<file path="src/rtl/smpq_pkg.sv">
// Shared types, codes and defaults for the sorted max-priority queue.
package smpq_pkg;

	localparam int DefCapacity = 16;
	localparam int ValueWidth  = 32;
	localparam int OccWidth    = 5;

	typedef logic signed [ValueWidth-1:0] value_t;

	typedef enum logic {
		OP_INSERT = 1'b0,
		OP_REMOVE = 1'b1
	} op_t;

	typedef enum logic [1:0] {
		ST_OK    = 2'd0,
		ST_EMPTY = 2'd1,
		ST_FULL  = 2'd2
	} status_t;

	// Broadcast from the top level to every cell of the chain.
	typedef struct packed {
		logic   insert_en;
		logic   remove_en;
		value_t new_value;
	} cell_ctl_t;

endpackage

</file>
<file path="src/rtl/smpq_cell.sv">
// One slot of the sorted chain: holds a value and shifts with its neighbors.
module smpq_cell #(
	parameter int INDEX = 0,
	parameter int CNT_W = 5
) (
	input  logic                 clk,
	input  smpq_pkg::cell_ctl_t  ctl,
	input  logic [CNT_W-1:0]     count,
	input  smpq_pkg::value_t     prev_value,
	input  logic                 prev_go,
	input  smpq_pkg::value_t     next_value,
	output smpq_pkg::value_t     value,
	output logic                 go
);

	smpq_pkg::value_t value_q;
	logic             occupied;

	assign occupied = count > CNT_W'(INDEX);

	// Strictly greater: a new value lands behind stored values equal to it.
	assign go    = !occupied || (ctl.new_value > value_q);
	assign value = value_q;

	always_ff @(posedge clk) begin
		if (ctl.insert_en && go) begin
			value_q <= prev_go ? prev_value : ctl.new_value;
		end else if (ctl.remove_en) begin
			value_q <= next_value;
		end
	end

endmodule

</file>
<file path="src/rtl/sorted_max_priority_queue_top.sv">
// Top level of the sorted max-priority queue: cell chain, count and result register.
//
// Max-priority queue of signed 32-bit values held as a chain of CAPACITY
// cells kept in descending order, largest in cell 0. An insert is broadcast
// to all cells at once: each cell compares the new value with its own,
// and every cell from the insertion point on takes its left neighbor's value
// (the first of them takes the new value), so a value goes after any stored
// equal values. A remove shifts every cell one place toward cell 0 and
// returns what cell 0 held. Each accepted item yields exactly one result in
// the following cycle with removed_value, status and the occupancy after the item.
// Remove from an empty queue returns 0 with status 1; insert into a full
// queue is dropped with status 2. Throughput is one item per cycle: the
// chain updates in the accepting cycle and the result sits in a single
// output register, so input stalls only while that register holds a result
// the consumer is stalling. Occupancy is reported in 5 bits, masked when
// CAPACITY exceeds 31. No clearing pass is needed after reset.
module sorted_max_priority_queue_top #(
	parameter int CAPACITY = smpq_pkg::DefCapacity
) (
	input  logic                                clk,
	input  logic                                arst_n,
	input  logic                                in_valid,
	output logic                                in_stall,
	input  logic                                operation,
	input  logic signed [smpq_pkg::ValueWidth-1:0] value,
	output logic                                out_valid,
	input  logic                                out_stall,
	output logic signed [smpq_pkg::ValueWidth-1:0] removed_value,
	output logic [1:0]                          status,
	output logic [smpq_pkg::OccWidth-1:0]       occupancy
);

	localparam int CNT_W = $clog2(CAPACITY + 1);

	smpq_pkg::cell_ctl_t ctl;
	smpq_pkg::value_t    cell_value [CAPACITY];
	logic                cell_go    [CAPACITY];

	logic [CNT_W-1:0]    count_q;
	logic [CNT_W-1:0]    count_next;
	logic                accept;
	logic                is_remove;
	logic                full;
	logic                empty;

	logic                out_valid_q;
	smpq_pkg::value_t    removed_q;
	smpq_pkg::status_t   status_q;
	logic [smpq_pkg::OccWidth-1:0] occupancy_q;

	// Hold input while a finished result waits on a stalled consumer.
	assign in_stall  = out_valid_q && out_stall;
	assign accept    = in_valid && !in_stall;
	assign is_remove = operation == smpq_pkg::OP_REMOVE;
	assign full      = count_q == CNT_W'(CAPACITY);
	assign empty     = count_q == '0;

	assign ctl.insert_en = accept && !is_remove && !full;
	assign ctl.remove_en = accept && is_remove && !empty;
	assign ctl.new_value = value;

	always_comb begin
		count_next = count_q;
		if (ctl.insert_en) begin
			count_next = count_q + CNT_W'(1);
		end else if (ctl.remove_en) begin
			count_next = count_q - CNT_W'(1);
		end
	end

	// Chain of cells; the ends see the new value on the left and themselves on the right.
	for (genvar i = 0; i < CAPACITY; i++) begin : g_cell
		smpq_pkg::value_t prev_v;
		smpq_pkg::value_t next_v;
		logic             prev_g;

		if (i == 0) begin : g_head
			assign prev_v = value;
			assign prev_g = 1'b0;
		end else begin : g_mid
			assign prev_v = cell_value[i-1];
			assign prev_g = cell_go[i-1];
		end

		if (i == CAPACITY - 1) begin : g_tail
			assign next_v = cell_value[i];
		end else begin : g_body
			assign next_v = cell_value[i+1];
		end

		smpq_cell #(
			.INDEX (i),
			.CNT_W (CNT_W)
		) u_cell (
			.clk        (clk),
			.ctl        (ctl),
			.count      (count_q),
			.prev_value (prev_v),
			.prev_go    (prev_g),
			.next_value (next_v),
			.value      (cell_value[i]),
			.go         (cell_go[i])
		);
	end

	always_ff @(posedge clk or negedge arst_n) begin
		if (!arst_n) begin
			count_q     <= '0;
			out_valid_q <= 1'b0;
		end else begin
			count_q <= count_next;
			// Advance the result register on accept, drop it once taken.
			if (accept) begin
				out_valid_q <= 1'b1;
			end else if (!out_stall) begin
				out_valid_q <= 1'b0;
			end
		end
	end

	// Result payload: no reset needed.
	always_ff @(posedge clk) begin
		if (accept) begin
			removed_q   <= ctl.remove_en ? cell_value[0] : '0;
			occupancy_q <= smpq_pkg::OccWidth'(count_next);
			if (is_remove && empty) begin
				status_q <= smpq_pkg::ST_EMPTY;
			end else if (!is_remove && full) begin
				status_q <= smpq_pkg::ST_FULL;
			end else begin
				status_q <= smpq_pkg::ST_OK;
			end
		end
	end

	assign out_valid     = out_valid_q;
	assign removed_value = removed_q;
	assign status        = status_q;
	assign occupancy     = occupancy_q;

endmodule
</file>
<file path="config.mk">
export PLATFORM = sky130hd
export DESIGN_NAME = sorted_max_priority_queue_top
export DESIGN_NICKNAME = d
export VERILOG_FILES = /design/src/rtl/smpq_pkg.sv /design/src/rtl/smpq_cell.sv /design/src/rtl/sorted_max_priority_queue_top.sv
export SDC_FILE = /design/constraint.sdc
export NUM_CORES = 2
export LEC_CHECK = 0
export BUFFER_PORTS_ARGS = -buffer_cell sky130_fd_sc_hd__buf_4
export CORE_MARGIN = 5
export CORE_UTILIZATION = 45
export DETAILED_ROUTE_END_ITERATION = 7
export GPL_ROUTABILITY_DRIVEN = 0
export PLACE_DENSITY = 0.71
export SYNTH_ARGS = -nofsm -noshare
export SYNTH_HDL_FRONTEND = slang
export SYNTH_SLANG_ARGS = --single-unit
</file>
<file path="constraint.sdc">
create_clock -name clk -period 5.3 [get_ports clk]
set_input_delay 0.795 -clock clk [delete_from_list [all_inputs] [get_ports clk]]
set_output_delay 0.795 -clock clk [all_outputs]
set_load 0.02 [all_outputs]
</file>
==> qor.csv <==
stage;metric;value;unit
run_status;result of the run;completed;
timing;relative max-transition margin;13.5;%
floorplanning;# rows;110;
setup_path;Crit-path slowest cell;nor4_1;
floorplanning;placeable core region;0.0896;mm2
setup_path;worst-case register-to-register setup slack;1.45;ns
setup_path;dominant cell type by count on the critical path;buf_4;
floorplanning;initial standard-cell utilization of the core;45.2;%
power;share of power burned in the clock network;24.8;%
setup_path;Worst Path Arrival;4.18;ns
clock_tree;Post-CTS Setup Bufs;0;
global_routing;number of antenna violations at the first check in global routing;0;
synth;flop and latch count out of synthesis;557;
clock_tree;clock input transition at the sequential cells of the worst setup and hold paths;0.06;ns
power;net switching power;6.37;mW
finish;core utilization of the finished layout;49.8;%
setup_path;crit start category;input port;
power;maximum resistive drop on vdd;0.262;mV
power;leakage power total;20.5;nW
finish;layout net count;4672;
finish;Syn-to-layout area delta;10.2;%
run;max-capacitance violation count;0;
timing;Final Hold Fails;0;
clock_tree;CTS Root Buffer Type;clkbuf_16;
global_routing;total congestion overflow;0;
clock_tree;number of buffers created by CTS;61;
drt;Post-DRT Antenna Nets;0;
placed_design;DP HPWL;78.4;mm
power;share of power burned in combinational logic;38.0;%
drt;total via count after detailed routing;30758;
global_routing;global-route wire length before repair;165;mm
timing;final worst path period share;73.1;%
floorplanning;total die area;0.0960;mm2
timing;Sum Neg Setup Slack;0;ns
clock_tree;clk buf depth;3;
global_routing;pin count of the biggest net entering global routing;65;
placed_design;# port buffers;77;
finish;fillers;8081;
setup_path;Setup Crit Path Kind;input port to register;
synth;Mapped Cells;4071;
power;sequential share of power;37.2;%
timing;RSZ-0062 raised after global routing;no;
finish;fraction of final layout cells sized beyond drive strength 1;7.34;%
setup_path;capturing element type of the critical path;register;
power;power density cells;391;mW/mm2
setup_path;largest fanout on the critical path;21;
synth;FFs w/ async S/R, synth;1.08;%
synth;share of synthesized area occupied by flip-flops and latches;41.3;%
timing;Tmin final;3.87;ns
clock_tree;H-tree depth reported by CTS;2;
floorplanning;number of top-level design ports;78;
clock_tree;number of hold-repair buffers added at the cts stage;1;
timing;max frequency;258;MHz
drt;length of the first detailed-routing pass in iterations;5;
synth;area of the mapped netlist;0.0405;mm2
floorplanning;x dimension of the die;310;um
timing;Worst Max-Slew Pin Slew;1.29;ns
synth;count of different cell masters after synthesis;70;
clock_tree;CTS tree;yes;
power;Int Power;11.1;mW
finish;antenna cells;0;
clock_tree;Sinks on Clock Net;557;
timing;Max Clock Skew;0.0190;ns
setup_path;Crit path required time;5.60;ns
timing;Hold WS;0.372;ns
global_routing;overall routing resource usage;21.1;%
clock_tree;CTS resizes;0;
drt;DRC errors left;0;
setup_path;series of cell instances along the critical path;buf_4, buf_4, ha_1, nand4_1, nor4_1, nor2_1, a31oi_1, o41ai_2, o21ai_2, buf_4;
drt;DRT iter0 DRCs;2350;
floorplanning;die height;310;um
drt;WL per Instance;19.3;um
worst_hold_path;worst min path class;input port to register;
setup_path;delay of the slowest critical-path stage;0.68;ns
power;net switching fraction of the power;36.5;%
drt;via-per-instance ratio;5.75;
synth;post-synth net total;4625;
synth;Yosys warning count;0;
global_routing;vias in the first global route;30786;
synth;Top FF cell, synth;edfxtp_1;
synth;Post-synth EDFFs;551;
clock_tree;insertion delay of the later-clocked pin in the worst-skew pair;0.64;ns
synth;syn avg cell area;9.94;um2
drt;drt total wl;103;mm
timing;final setup violating endpoints;0;
timing;pins over their slew limit;0;
[state kept, by name, indices dropped and copies added, names as in the netlist]
register             flops
removed_value           32
status                   2
occupancy                5
count_q                  5
out_valid                1
g_cell.u_cell.value    512
[area by class of cell]
type                    instances  area, um2  share of cell area [%]
multi-input cells            2813      21200                    47.5
flip-flops and latches        557      16700                    37.4
inverters                     518       1940                    4.36
clock buffers                  72       1610                    3.61
well taps                    1176       1470                    3.30
repair buffers                167       1310                    2.93
clock inverters                43        355                   0.797
[Yosys cell counts (6+ instances only)]
cell         n  area [um2]
buf_2       67         335
a221oi_1    15         131
mux2i_1    568        5690
or4_1        6        45.0
nor2b_1     18         113
inv_1      518        1940
o21a_1      15         113
a211oi_1    15         113
ha_1       517        6470
o31ai_1      7        52.6
nor2_1     312        1170
buf_1       23        86.3
nand2b_1    18         113
nand2_1    302        1130
a21o_1      33         248
dfrtp_1      6         150
a2111oi_0    9        78.8
a21oi_1    435        2180
nand3_1     48         240
nor4_1      18         113
o21ai_0    200        1000
buf_4       11        82.6
nor3_1      24         120
and4_1       8        70.1
o211ai_1    24         180
edfxtp_1   551       16500
a211o_1      7        61.3
a31oi_1      8        50.1
clkbuf_1    79         297
mux2_2       9         101
o21ai_1     16        80.1
nand4_1    103         644
[cell usage in the layout, fill, tap and decap left out, types with 7 or more instances in the layout]
cell	synthesis	final
nor4_1	18	18
a211oi_1	15	14
o21ai_0	200	198
ha_1	517	517
inv_1	518	517
nor2b_1	18	18
nor2_1	312	309
a21oi_1	435	431
nor3_1	24	22
mux2i_1	568	568
nand2b_1	18	17
nand2_1	302	295
o211ai_1	24	24
a31oi_1	8	7
o21a_1	15	14
clkinv_1	0	15
nand3_1	48	48
nand4_1	103	103
edfxtp_1	551	551
a2111oi_0	9	9
buf_4	11	162
a21o_1	33	33
clkbuf_1	79	9
nand2_2	0	7
clkbuf_16	0	63
o21ai_1	16	16
o31ai_1	7	7
mux2_2	9	9
clkinv_2	0	19
a211o_1	7	7
a221oi_1	15	15
and4_1	8	8
[layer usage]
metal  global-route usage (%)  vias up  share of wire (%)
met5                        0        -                  0
met3                     2.70      135                5.6
met4                     4.88        0                2.2
met1                     29.7    15034                 46
li1                         -    14834                  -
met2                     35.1      755                 47
[per-stage QoR]
step	cell area [um2]	cells	setup WS, ns	power, mW
2_1_floorplan	40500	4071	0.517	11.3
3_3_place_gp	42600	5230	0.864	12.9
3_5_place_dp	42600	5230	0.831	13.1
4_1_cts	44600	5346	1.49	17.5
5_1_grt	44600	5346	1.25	18.5
6_report	44600	5346	1.43	17.4
[final timing paths]
path / to / cells after the start / from
worst max-delay path: g_cell[5].u_cell.value[6] / 10 / value[25]
worst min-delay path: out_valid / 2 / in_valid
worst max register to register: g_cell[14].u_cell.value[14] / 11 / g_cell[14].u_cell.value[27]
worst min register to register: out_valid / 2 / out_valid
max in group asynchronous: out_valid / 2 / arst_n
min in group asynchronous: count_q[2] / 2 / arst_n
[kinds of logic (layout without fill, tap and decap cells)]
logic type / after synthesis / in the layout / share of synthesized area [%]
flip-flops: 557 / 557 / 41.3
adder cells (fa/ha/maj): 517 / 517 / 16.0
buffers and inverters: 701 / 800 / 6.87
multiplexers: 577 / 577 / 14.3
AND/OR/NAND/NOR: 881 / 881 / 9.78
XOR/XNOR: 4 / 4 / 0.0866
AO/OA/AOI/OAI: 834 / 834 / 11.7
[worst max-delay path: cells and delay by family]
kind,cells,cell delay [ns]
adders and majority gates,1,0.32
AOI/OAI and AO/OA,3,1.11
and+or+nand+nor,3,1.04
buffers and inverters,3,0.86
[power by group through the flow]
stage,sequential (mW),combinational (mW),clock (mW)
floorplan,6.38,4.97,0
global placement,6.58,6.32,0
detailed placement,6.58,6.55,0
CTS,6.49,6.59,4.39
global route,6.57,7.35,4.56
finish,6.49,6.62,4.33
(Power assumes the default switching activity.)
